<file path="config.mk">
export PLATFORM = sky130hd
export DESIGN_NAME = deadband_thermostat_controller
export DESIGN_NICKNAME = d
export VERILOG_FILES = /design/src/hdl/dtc_pkg.sv /design/src/hdl/dtc_core.sv /design/src/hdl/deadband_thermostat_controller.sv
export SDC_FILE = /design/constraint.sdc
export NUM_CORES = 1
export LEC_CHECK = 0
export ABC_AREA = 1
export BUFFER_PORTS_ARGS = -buffer_cell sky130_fd_sc_hd__buf_2
export CORE_UTILIZATION = 45
export CTS_CLUSTER_SIZE = 25
export DETAILED_ROUTE_END_ITERATION = 8
export GPL_ROUTABILITY_DRIVEN = 0
export HOLD_SLACK_MARGIN = 0.05
export SLEW_MARGIN = 15
export SYNTH_ARGS = -nofsm -noshare
export SYNTH_HDL_FRONTEND = slang
export SYNTH_HIERARCHICAL = 1
export SYNTH_SLANG_ARGS = --single-unit
</file>
<file path="constraint.sdc">
create_clock -name clk -period 19.2 [get_ports clk]
set_input_delay 0.96 -clock clk [delete_from_list [all_inputs] [get_ports clk]]
set_output_delay 0.96 -clock clk [all_outputs]
set_load 0.02 [all_outputs]
</file>
<file path="src/hdl/dtc_pkg.sv">
package dtc_pkg;

  localparam int AVERAGE_COUNT = 10;

  // Floor division of the sample sum by AVERAGE_COUNT through a reciprocal.
  // The sum stays below 4096, so a 16-bit fraction keeps the error under one LSB.
  localparam int SUM_W       = 12;
  localparam int RECIP_SHIFT = 16;
  localparam int RECIP_W     = 17;
  localparam logic [RECIP_W-1:0] AVG_RECIP =
    RECIP_W'((2 ** RECIP_SHIFT + AVERAGE_COUNT - 1) / AVERAGE_COUNT);
  localparam logic [3:0] AVG_COUNT_C = 4'(AVERAGE_COUNT);

  localparam logic [2:0] OP_FAST  = 3'd0;
  localparam logic [2:0] OP_SLOW  = 3'd1;
  localparam logic [2:0] OP_UP    = 3'd2;
  localparam logic [2:0] OP_DOWN  = 3'd3;
  localparam logic [2:0] OP_POWER = 3'd4;

  localparam logic [2:0] REG_BAND     = 3'd0;
  localparam logic [2:0] REG_STEP     = 3'd1;
  localparam logic [2:0] REG_MIN      = 3'd2;
  localparam logic [2:0] REG_MAX      = 3'd3;
  localparam logic [2:0] REG_INIT_SP  = 3'd4;
  localparam logic [2:0] REG_SAMPLE   = 3'd5;
  localparam logic [2:0] REG_BLINK    = 3'd6;
  localparam logic [2:0] REG_TIMEOUT  = 3'd7;

  localparam logic [4:0]  BAND_RST    = 5'd5;
  localparam logic [4:0]  STEP_RST    = 5'd5;
  localparam logic [7:0]  MIN_RST     = 8'd35;
  localparam logic [7:0]  MAX_RST     = 8'd75;
  localparam logic [7:0]  INIT_SP_RST = 8'd60;
  localparam logic [15:0] SAMPLE_RST  = 16'd1000;
  localparam logic [15:0] BLINK_RST   = 16'd10000;
  localparam logic [15:0] TIMEOUT_RST = 16'd5000;

  typedef struct packed {
    logic [4:0]  band_half_width;
    logic [4:0]  setpoint_step;
    logic [7:0]  setpoint_min;
    logic [7:0]  setpoint_max;
    logic [15:0] sample_period;
    logic [15:0] blink_period;
    logic [15:0] edit_timeout;
  } cfg_t;

  typedef struct packed {
    logic       heater_on;
    logic       cooler_on;
    logic       heat_led;
    logic       powered;
    logic       editing;
    logic [7:0] shown_value;
  } result_t;

endpackage

</file>
<file path="src/hdl/dtc_core.sv">
module dtc_core
  import dtc_pkg::*;
(
  input  logic       clk,
  input  logic       rst_n,
  input  cfg_t       cfg,
  input  logic       step,
  input  logic [2:0] op,
  input  logic [7:0] temp,
  output result_t    res
);

  logic        power_r, power_nxt;
  logic        edit_up_r, edit_up_nxt;
  logic        edit_dn_r, edit_dn_nxt;
  logic [7:0]  setpoint_r, setpoint_nxt;
  logic [15:0] tick_r, tick_nxt;
  logic [15:0] blink_cnt_r, blink_cnt_nxt;
  logic [15:0] timeout_r, timeout_nxt;
  logic [3:0]  taken_r, taken_nxt;
  logic [SUM_W-1:0] sum_r, sum_nxt;
  logic [7:0]  last_r, last_nxt;
  logic        blink_en_r, blink_en_nxt;
  logic        phase_r, phase_nxt;
  logic [2:0]  drive_r, drive_nxt;

  logic [15:0] tick_inc;
  logic [15:0] blink_inc;
  logic [15:0] timeout_inc;
  logic [3:0]  taken_inc;
  logic [SUM_W-1:0] sum_inc;
  logic [SUM_W+RECIP_W-1:0] avg_prod;
  logic [7:0]  avg;
  logic [8:0]  avg_lo, avg_hi;
  logic [8:0]  sp_plus_band;
  logic [8:0]  sp_up;
  logic        edit_now;

  assign tick_inc    = tick_r + 16'd1;
  assign timeout_inc = timeout_r + 16'd1;
  assign taken_inc   = taken_r + 4'd1;
  assign sum_inc     = sum_r + SUM_W'(temp);
  assign avg_prod    = (SUM_W+RECIP_W)'(sum_inc) * (SUM_W+RECIP_W)'(AVG_RECIP);
  assign avg         = avg_prod[RECIP_SHIFT +: 8];
  // Below the band: avg + band < setpoint. Above: avg > setpoint + band.
  assign avg_lo       = {1'b0, avg} + {4'd0, cfg.band_half_width};
  assign sp_plus_band = {1'b0, setpoint_r} + {4'd0, cfg.band_half_width};
  assign avg_hi       = {1'b0, avg};
  assign sp_up        = {1'b0, setpoint_r} + {4'd0, cfg.setpoint_step};

  always_comb begin
    power_nxt     = power_r;
    edit_up_nxt   = edit_up_r;
    edit_dn_nxt   = edit_dn_r;
    setpoint_nxt  = setpoint_r;
    tick_nxt      = tick_r;
    blink_cnt_nxt = blink_cnt_r;
    timeout_nxt   = timeout_r;
    taken_nxt     = taken_r;
    sum_nxt       = sum_r;
    last_nxt      = last_r;
    blink_en_nxt  = blink_en_r;
    phase_nxt     = phase_r;
    drive_nxt     = drive_r;
    blink_inc     = blink_en_r ? blink_cnt_r + 16'd1 : blink_cnt_r;

    case (op)
      OP_FAST: begin
        if (power_r) begin
          tick_nxt      = tick_inc;
          blink_cnt_nxt = blink_inc;
          if (tick_inc == cfg.sample_period) begin
            tick_nxt  = '0;
            last_nxt  = temp;
            taken_nxt = taken_inc;
            sum_nxt   = sum_inc;
            if (taken_inc == AVG_COUNT_C) begin
              taken_nxt = '0;
              sum_nxt   = '0;
              if (avg_lo < {1'b0, setpoint_r}) begin
                drive_nxt    = 3'b001;
                blink_en_nxt = 1'b1;
              end else if (avg_hi > sp_plus_band) begin
                drive_nxt     = 3'b110;
                blink_en_nxt  = 1'b0;
                blink_cnt_nxt = '0;
              end else begin
                drive_nxt     = 3'b000;
                blink_en_nxt  = 1'b0;
                blink_cnt_nxt = '0;
              end
            end
          end
          // The blink match is checked after the decision may have cleared the count.
          if (blink_cnt_nxt == cfg.blink_period) begin
            blink_cnt_nxt = '0;
            phase_nxt     = ~phase_r;
          end
        end
      end
      OP_SLOW: begin
        timeout_nxt = timeout_inc;
        if (timeout_inc == cfg.edit_timeout) begin
          edit_up_nxt = 1'b0;
          edit_dn_nxt = 1'b0;
          timeout_nxt = '0;
        end
      end
      OP_UP: begin
        timeout_nxt = '0;
        if (!edit_up_r && power_r) begin
          edit_up_nxt = 1'b1;
        end else if (edit_up_r && setpoint_r < cfg.setpoint_max) begin
          setpoint_nxt = sp_up[8] ? 8'hFF : sp_up[7:0];
        end
      end
      OP_DOWN: begin
        timeout_nxt = '0;
        if (!edit_dn_r && power_r) begin
          edit_dn_nxt = 1'b1;
        end else if (edit_dn_r && setpoint_r > cfg.setpoint_min) begin
          setpoint_nxt = (setpoint_r >= {3'd0, cfg.setpoint_step}) ?
                         setpoint_r - {3'd0, cfg.setpoint_step} : 8'd0;
        end
      end
      OP_POWER: begin
        if (power_r) begin
          power_nxt     = 1'b0;
          edit_up_nxt   = 1'b0;
          edit_dn_nxt   = 1'b0;
          tick_nxt      = '0;
          blink_cnt_nxt = '0;
          timeout_nxt   = '0;
          taken_nxt     = '0;
          sum_nxt       = '0;
          blink_en_nxt  = 1'b0;
          phase_nxt     = 1'b0;
          drive_nxt     = '0;
        end else begin
          power_nxt = 1'b1;
        end
      end
      default: begin
      end
    endcase
  end

  assign edit_now        = edit_up_nxt | edit_dn_nxt;
  assign res.heater_on   = drive_nxt[0];
  assign res.cooler_on   = drive_nxt[1];
  assign res.heat_led    = drive_nxt[2] ? 1'b1 : (drive_nxt[0] & phase_nxt);
  assign res.powered     = power_nxt;
  assign res.editing     = edit_now;
  assign res.shown_value = edit_now ? setpoint_nxt : last_nxt;

  always_ff @(posedge clk) begin
    if (!rst_n) begin
      power_r     <= 1'b0;
      edit_up_r   <= 1'b0;
      edit_dn_r   <= 1'b0;
      setpoint_r  <= INIT_SP_RST;
      tick_r      <= '0;
      blink_cnt_r <= '0;
      timeout_r   <= '0;
      taken_r     <= '0;
      sum_r       <= '0;
      last_r      <= '0;
      blink_en_r  <= 1'b0;
      phase_r     <= 1'b0;
      drive_r     <= '0;
    end else if (step) begin
      power_r     <= power_nxt;
      edit_up_r   <= edit_up_nxt;
      edit_dn_r   <= edit_dn_nxt;
      setpoint_r  <= setpoint_nxt;
      tick_r      <= tick_nxt;
      blink_cnt_r <= blink_cnt_nxt;
      timeout_r   <= timeout_nxt;
      taken_r     <= taken_nxt;
      sum_r       <= sum_nxt;
      last_r      <= last_nxt;
      blink_en_r  <= blink_en_nxt;
      phase_r     <= phase_nxt;
      drive_r     <= drive_nxt;
    end
  end

endmodule

</file>
<file path="src/hdl/deadband_thermostat_controller.sv">
// An accepted item waits in the input register and its result enters the output
// register when the output can advance. Throughput: one item per cycle unless the
// output stalls; each state update is one combinational pass from input to output register.
// Reset (synchronous, rst_n low) restores the register defaults, powers the
// controller off, clears all counters and loads the default setpoint.
module deadband_thermostat_controller
  import dtc_pkg::*;
(
  input  logic        clk,
  input  logic        rst_n,
  input  logic        cfg_we,
  input  logic [2:0]  cfg_index,
  input  logic [15:0] cfg_data,
  input  logic        in_valid,
  output logic        in_stall,
  input  logic [2:0]  in_operation,
  input  logic [7:0]  in_temperature_sample,
  output logic        out_valid,
  input  logic        out_stall,
  output logic        out_heater_on,
  output logic        out_cooler_on,
  output logic        out_heat_led,
  output logic        out_powered,
  output logic        out_editing,
  output logic [7:0]  out_shown_value
);

  cfg_t       cfg_r;
  logic       in_vld_r;
  logic [2:0] in_op_r;
  logic [7:0] in_temp_r;
  logic       out_vld_r;
  result_t    out_r;
  result_t    res;
  logic       advance;
  logic       step;
  logic       accept;

  assign advance  = !out_vld_r || !out_stall;
  assign step     = in_vld_r && advance;
  assign in_stall = in_vld_r && !advance;
  assign accept   = in_valid && !in_stall;

  // The initial setpoint register only matters at reset, and reset also
  // restores its default, so its writes are not stored.
  always_ff @(posedge clk) begin
    if (!rst_n) begin
      cfg_r.band_half_width <= BAND_RST;
      cfg_r.setpoint_step   <= STEP_RST;
      cfg_r.setpoint_min    <= MIN_RST;
      cfg_r.setpoint_max    <= MAX_RST;
      cfg_r.sample_period   <= SAMPLE_RST;
      cfg_r.blink_period    <= BLINK_RST;
      cfg_r.edit_timeout    <= TIMEOUT_RST;
    end else if (cfg_we) begin
      unique case (cfg_index)
        REG_BAND:    cfg_r.band_half_width <= cfg_data[4:0];
        REG_STEP:    cfg_r.setpoint_step   <= cfg_data[4:0];
        REG_MIN:     cfg_r.setpoint_min    <= cfg_data[7:0];
        REG_MAX:     cfg_r.setpoint_max    <= cfg_data[7:0];
        REG_INIT_SP: begin
        end
        REG_SAMPLE:  cfg_r.sample_period   <= cfg_data;
        REG_BLINK:   cfg_r.blink_period    <= cfg_data;
        REG_TIMEOUT: cfg_r.edit_timeout    <= cfg_data;
        default: begin
        end
      endcase
    end
  end

  always_ff @(posedge clk) begin
    if (!rst_n) begin
      in_vld_r  <= 1'b0;
      out_vld_r <= 1'b0;
    end else begin
      if (accept) begin
        in_vld_r <= 1'b1;
      end else if (advance) begin
        in_vld_r <= 1'b0;
      end
      if (step) begin
        out_vld_r <= 1'b1;
      end else if (!out_stall) begin
        out_vld_r <= 1'b0;
      end
    end
  end

  always_ff @(posedge clk) begin
    if (accept) begin
      in_op_r   <= in_operation;
      in_temp_r <= in_temperature_sample;
    end
    if (step) begin
      out_r <= res;
    end
  end

  dtc_core u_core (
    .clk   (clk),
    .rst_n (rst_n),
    .cfg   (cfg_r),
    .step  (step),
    .op    (in_op_r),
    .temp  (in_temp_r),
    .res   (res)
  );

  assign out_valid       = out_vld_r;
  assign out_heater_on   = out_r.heater_on;
  assign out_cooler_on   = out_r.cooler_on;
  assign out_heat_led    = out_r.heat_led;
  assign out_powered     = out_r.powered;
  assign out_editing     = out_r.editing;
  assign out_shown_value = out_r.shown_value;

endmodule

</file>
==> results of run 1 <==
-- path summary, 6_finish.rpt --
check / end / slack [ps]
max reg2reg: out_heat_led / 8930
max: out_heat_led / 8930
min: cfg_r[49] / 460
min reg2reg: cfg_r[49] / 460
-- cells in the mapped netlist, drive strengths merged --
cell / instances
nor3b: 4
xnor2: 29
a22oi: 7
o21bai: 8
xor2: 48
nor2: 258
buf: 29
a21o: 4
a211oi: 4
o221ai: 4
nand3b: 18
a21boi: 1
clkbuf: 28
nand2: 448
a2bb2oi: 4
a21oi: 123
o21a: 5
a31oi: 7
o31ai: 3
nand3: 170
clkinv: 5
and2: 4
a41oi: 1
inv: 294
o211ai: 9
ha: 143
or3: 2
o21ai: 61
and3: 4
mux2: 9
dfxtp: 164
nand4: 25
nor4: 8
nor3: 24
edfxtp: 24
o211a: 2
fa: 41
or2: 8
o22ai: 1
o221a: 1
-- metal layers --
metal  up-vias  track usage (%)
li1       6598                -
met5         -                0
met2       275             37.6
met3        47             2.60
met4         0             6.92
met1      5897             33.7
-- through the flow --
stage	cells	power, mW	hold WS [ps]
2_1_floorplan	2032	0.857	423
3_3_place_gp	2433	0.984	444
3_5_place_dp	2433	0.999	449
4_1_cts	2465	1.34	466
5_1_grt	2465	1.45	488
6_report	2465	1.33	460
-- worst reg2reg max path: cells and delay by family, from the launching register on --
family	cells	cell delay, ps
simple gates	25	3360
fa+ha+maj	8	3010
buf+inv	7	370
xor+xnor	3	960
compound gates	11	1900
flops	1	400
-- power by group through the flow --
stage	clock network, mW	logic (mW)	registers (mW)
floorplan	0	0.427	0.431
global placement	0	0.550	0.434
detailed placement	0	0.565	0.434
CTS	0.348	0.570	0.425
global route	0.368	0.660	0.427
finish	0.341	0.569	0.425
-- cells in the final DEF (no fill, tap or decap), types with 21 or more instances in the layout --
cell type	n
dfxtp_1	164
o21ai_0	59
xor2_1	48
a21oi_1	122
inv_1	286
nand4_1	24
fa_1	41
nor2_1	243
edfxtp_1	24
xnor2_1	29
nand3_1	169
nor3_1	21
nand2_1	441
buf_2	49
ha_1	143
-- final cells by class --
| cell class | count | share of cell area, % |
|---|---|---|
| clock inverter | 11 | 0.660 |
| tap | 402 | 3.24 |
| clock buffer | 21 | 2.90 |
| multi-input combinational | 1488 | 58.3 |
| timing repair buffer | 56 | 1.92 |
| sequential | 188 | 25.8 |
| inverter | 299 | 7.22 |
-- logic make-up after synthesis --
logic type / share of synthesized area (%)
AO/OA/AOI/OAI: 9.88
XOR/XNOR: 4.66
adder cells (fa/ha/maj): 18.0
buffers and inverters: 9.73
flip-flops: 27.7
multiplexers: 0.701
AND/OR/NAND/NOR: 29.3
-- sequential cells by signal, indices dropped and copies added, names as in the netlist, 3 cells and up --
| register | cells |
|---|---|
| cfg_r | 74 |
| in_op_r | 3 |
| in_temp_r | 8 |
| out_shown_value | 8 |
| u_core/blink_cnt_r | 16 |
| u_core/drive_r | 3 |
| u_core/last_r | 8 |
| u_core/setpoint_r | 8 |
| u_core/sum_r | 12 |
| u_core/taken_r | 4 |
| u_core/tick_r | 16 |
| u_core/timeout_r | 16 |
==> results.json, run 1 <==
{
  "status": "completed",
  "synthDominantCellAreaShare_pct": 22.7,
  "drcViolationCount": 0,
  "holdPathStages": 2,
  "avgSynthCellArea_um2": 7.12,
  "synth_area_leader_cell": "dfxtp_1",
  "period_needed_ps": 10270,
  "final_area_um2": 15500,
  "antenna_found_initial": 0,
  "cp_slowest_stage_delay_ps": 670,
  "grt_overflow": 0,
  "rsz0062_at_grt": "no",
  "initial_utilization_pct": 45.8,
  "dp_hpwl_um": 28600,
  "clock_skew_ps": 13.0,
  "p_int_mw": 0.808,
  "crit_family": "simple AND/OR/NAND/NOR gates",
  "synth_area_leaders": "dfxtp_1, ha_1, nand2_1, inv_1, nor2_1",
  "power_density_nw_per_um2": 85.9,
  "p_sw_mw": 0.527,
  "h-tree-depth": 4,
  "nFillCells": 3234,
  "max_slew_margin_pct": 18.3,
  "layout_setup_ws_ps": 8930,
  "clock_sinks": 188,
  "clockRootBuffer": "clkbuf_16",
  "synth_area_um2": 14500,
  "hold_path_class": "flip-flop to flip-flop",
  "firstDrtPassIters": 6,
  "viasPerCell": 5.20,
  "finalCritPeriodShare_pct": 53.5,
  "insertion_delay_ps": 440,
  "grt_pass1_wl_um": 62400,
  "yosysUniqueCellTypes": 57,
  "ys_seq_area_share_pct": 27.7,
  "reg2reg_depth": 54,
  "nets": 2269,
  "wl_met2_um": 16900,
  "io_buffers": 49,
  "final_core_utilization_pct": 49.3,
  "design.die.area_um2": 32900,
  "met3RoutedLength_um": 1520,
  "highest_layer": "met4",
  "drt-total-wl_um": 37700,
  "comb_power_share_pct": 42.6,
  "p_sw_share_pct": 39.5,
  "regArea_um2": 4000,
  "rr_startpoint": "in_temp_r[2]",
  "post_dp_cell_area_um2": 15000,
  "rows": 65,
  "clkPwrFrac_pct": 25.5,
  "min_from": "cfg_r[49]",
  "critPathCaptureType": "flip-flop",
  "grtUsageTotal_pct": 23.7,
  "ant_nets": 0,
  "ys_warn_count": 6,
  "report.final.slew_viol_count": 0,
  "post_cts_buffers": 0,
  "wl_per_cell_um": 15.3,
  "peakVddDrop_v": 0.0000621,
  "postSynthCellCount": 2032,
  "setup_tns_ps": 0,
  "worst_ep_required_time_ps": 19410,
  "hold_buffers": 0,
  "place_ws_ps": 9020,
  "drive_gt1_share_pct": 6.93,
  "vias": 12817,
  "maxCapViolCount": 0,
  "grt_max_degree": 85,
  "diodes": 0,
  "critPathLaunchType": "flip-flop",
  "grt_pass1_vias": 12330,
  "fp.dieW_um": 181,
  "fp.dieH_um": 181,
  "syn2layout_area_growth_pct": 7.44,
  "fmax_ghz": 0.0973,
  "synth-seq-cells": 188,
  "drt-met1-wl_um": 18600,
  "synth_nets": 2251,
  "hold_violations": 0,
  "startpoint": "in_temp_r[2]",
  "fp.coreArea_um2": 31600,
  "clk_pin_slew_ps": 80,
  "cp_slowest_cell": "nand3_2",
  "cts_tree": "built",
  "drt_iter0_drc": 889,
  "p_seq_share_pct": 31.9,
  "worst-path-buf-inv": 7,
  "cp.arrival_ps": 10480,
  "cpMostUsedCell": "nand2_1",
  "worstSetupPathDepth": 54,
  "crit_type": "flip-flop to flip-flop",
  "cts_max_path_buffers": 2,
  "p_leak_nw": 7.42,
  "multi_input_area_um2": 9060,
  "setup_violations": 0,
  "cts.repair.resized": 0,
  "worst_pin_slew_ps": 1220,
  "cts_buffers": 17,
  "cp_max_fo": 47,
  "io_pins": 50
}
Note: power is estimated with default switching activity, not from simulation.
==> run 2: changes to the inputs <==
--- a/config.mk
+++ b/config.mk
@@ -5,7 +5,7 @@
 export SDC_FILE = /design/constraint.sdc
 export NUM_CORES = 1
 export LEC_CHECK = 0
-export ABC_AREA = 1
+export ABC_AREA = 0
 export BUFFER_PORTS_ARGS = -buffer_cell sky130_fd_sc_hd__buf_2
 export CORE_UTILIZATION = 45
 export CTS_CLUSTER_SIZE = 25
==> constraint.sdc (replaced) <==
create_clock -name clk -period 9.1 [get_ports clk]
set_input_delay 0.455 -clock clk [delete_from_list [all_inputs] [get_ports clk]]
set_output_delay 0.455 -clock clk [all_outputs]
set_load 0.02 [all_outputs]
==> run 2 against run 1 <==
  * Core utilization increased by 1.7 points
  * First-iteration DRC count decreased by 4.4%
  * Sequential share of layout area down 0.80 points
  * Largest power group unchanged
  * Highest routed layer unchanged
==> results.json, run 2 <==
{
  "status": "completed",
  "synthDominantCellAreaShare_pct": 22.9,
  "synth-simple-area-share_pct": 19.2,
  "viasPerCell": 5.57,
  "synth_area_leaders": "dfxtp_1, ha_1, mux2i_1, fa_1, xnor2_1",
  "diodes": 0,
  "synth_compound_gate_area_share_pct": 12.7,
  "cp_max_fo": 3,
  "place_ws_ps": -38.3,
  "regArea_um2": 4000,
  "grt_max_degree": 71,
  "synth_commonest_cells": "dfxtp_1, ha_1, inv_1",
  "antenna_found_initial": 0,
  "synth_area_um2": 14400,
  "clockRootBuffer": "clkbuf_16",
  "post_dp_cell_area_um2": 15000,
  "cts_max_path_buffers": 2,
  "fp.dieW_um": 181,
  "hold_violations": 0,
  "worst_ep_required_time_ps": 9300,
  "largest_register": "cfg_r",
  "largest_reg_flops": 74,
  "cp.arrival_ps": 9060,
  "synth-seq-cells": 188,
  "initial_utilization_pct": 45.6,
  "critPathLaunchType": "flip-flop",
  "gr-usage-met2_pct": 37.3,
  "synthAdderAreaFrac_pct": 18.2,
  "layout_setup_ws_ps": 243,
  "globalRouteMet3Util_pct": 3.13,
  "worst_pin_slew_ps": 1050,
  "synth_edf_count": 24,
  "cts_tree": "built",
  "yosysMostFrequentCell": "dfxtp_1",
  "vias": 11673,
  "fp.dieH_um": 181,
  "rows": 65,
  "busiest_layer": "met2",
  "insertion_delay_ps": 450,
  "dp_hpwl_um": 27100,
  "power_density_nw_per_um2": 171,
  "critPathCaptureType": "flip-flop",
  "clk_pin_slew_ps": 80,
  "grtUsageMet1_pct": 29.9,
  "ys_seq_area_share_pct": 27.9,
  "syn2layout_area_growth_pct": 11.7,
  "hold_buffers": 0,
  "final_area_um2": 16000,
  "regToRegSetupSlack_ps": 240,
  "avgSynthCellArea_um2": 8.74,
  "peakVddDrop_v": 0.000132,
  "crit_type": "flip-flop to flip-flop",
  "report.final.slew_viol_count": 0,
  "cp_slowest_stage_delay_ps": 520,
  "period_needed_ps": 8860,
  "most-common-layout-cells": "dfxtp_1, nand2_1, inv_1, ha_1, nor2_1",
  "multi_input_area_um2": 9770,
  "synthXorXnorAreaFrac_pct": 7.67,
  "nets": 1901,
  "grtUsageTotal_pct": 22.5,
  "synth_mux_area_share_pct": 8.08,
  "hold_path_class": "input port to flip-flop",
  "synth_nets": 1863,
  "grt_overflow": 0,
  "rsz0062_at_grt": "yes",
  "grt_pass1_vias": 11049,
  "cp_slowest_cell": "fa_1",
  "p_leak_nw": 7.11,
  "cts_buffers": 17,
  "maxCapViolCount": 0,
  "ant_nets": 0,
  "drcViolationCount": 0,
  "clock_skew_ps": 15.5,
  "firstDrtPassIters": 7,
  "drive_gt1_share_pct": 11.7,
  "layout_commonest_cell": "dfxtp_1",
  "grt_pass1_wl_um": 58300,
  "yosysUniqueCellTypes": 79,
  "drt-total-wl_um": 36400,
  "wl_per_cell_um": 17.3,
  "setup_violations": 0,
  "drt_iter0_drc": 850,
  "design.die.area_um2": 32600,
  "fmax_ghz": 0.113,
  "h-tree-depth": 4,
  "clock_sinks": 188,
  "synth_top_family_by_area": "simple AND/OR/NAND/NOR gates",
  "fp.coreArea_um2": 31500,
  "ys_warn_count": 6,
  "synth_ff_type": "dfxtp_1",
  "max_slew_margin_pct": 29.9,
  "postSynthCellCount": 1644,
  "synth_area_leader_cell": "dfxtp_1",
  "finalCritPeriodShare_pct": 97.3,
  "nFillCells": 2980,
  "async_flop_share_pct": 0,
  "io_pins": 50,
  "io_buffers": 49
}
[run 2: cell count changes after synthesis, moves of 16 or more]
cell and delta:
inv_1 -145, a21o_1 +24, nor2b_1 +59, nand3_1 -137
nor2_1 -112, xnor2_1 +57, nand2_1 -301, mux2i_1 +108
nand3b_1 -16, a21oi_1 -37
[run 2: cell type report]
cell class,instances,share of cell area (%)
multi-input cells,1240,60.9
inverters,142,3.32
clock inverters,14,1.10
flip-flops and latches,188,25.0
well taps,402,3.14
repair buffers,93,3.92
clock buffers,18,2.68
[run 2: kinds of logic (layout without fill, tap and decap cells)]
kind of cell | count (synthesis) | in the layout
AOI/OAI and AO/OA | 282 | 282
xor gates and xnor gates | 124 | 124
adders and majority gates | 184 | 184
buffers and inverters | 216 | 267
DFF | 188 | 188
muxes | 115 | 115
and+or+nand+nor | 535 | 535
[run 2: metrics by stage]
stage               utilization [%]  instances  setup TNS, ps  power (mW)  hold slack, ps
global placement               47.5       2045              0        1.77             448
detailed placement             47.5       2045           -227        1.79             454
finish                         51.0       2097              0        2.74             177
floorplan                         -       1644              0        1.57             434
global route                   51.0       2097          -1130        2.93             163
CTS                            49.5       2077              0        2.60             156
[run 2: path summary, 6_finish.rpt]
path / depth (start not counted) / endpoint / start
max: 41 / out_heat_led / in_temp_r[0]
min: 1 / in_temp_r[4] / in_temperature_sample[4]
max reg2reg: 41 / out_heat_led / in_temp_r[0]
min reg2reg: 2 / cfg_r[62] / cfg_r[62]
[run 2: layer usage]
layer | vias to the layer above | routed length, µm
met5 | - | 0
met4 | 0 | 799
met3 | 49 | 1230
met2 | 233 | 17000
met1 | 5610 | 17400
li1 | 5781 | -
[run 2: timing repair]
item                       4_1_cts  5_1_grt
gates cloned                     0        1
gates resized for setup          4       54
buffers inserted                 0       19
pin swaps                        0       39
setup endpoints to repair       11       22
[run 2: critical path: cells and delay by family (launching register included)]
kind,cells,cell delay [ps]
adder cells (fa/ha/maj),9,3390
AO/OA/AOI/OAI,13,2230
AND/OR/NAND/NOR,8,1190
XOR/XNOR,3,530
buffers and inverters,6,470
multiplexers,2,410
flip-flops,1,390
[run 2: report_power, final]
group | total (mW) | internal (mW) | leakage [nW] | switching, mW
Clock | 0.788 | 0.418 | 0.298 | 0.371
Sequential | 0.876 | 0.857 | 1.56 | 0.0195
Combinational | 1.07 | 0.488 | 5.25 | 0.584
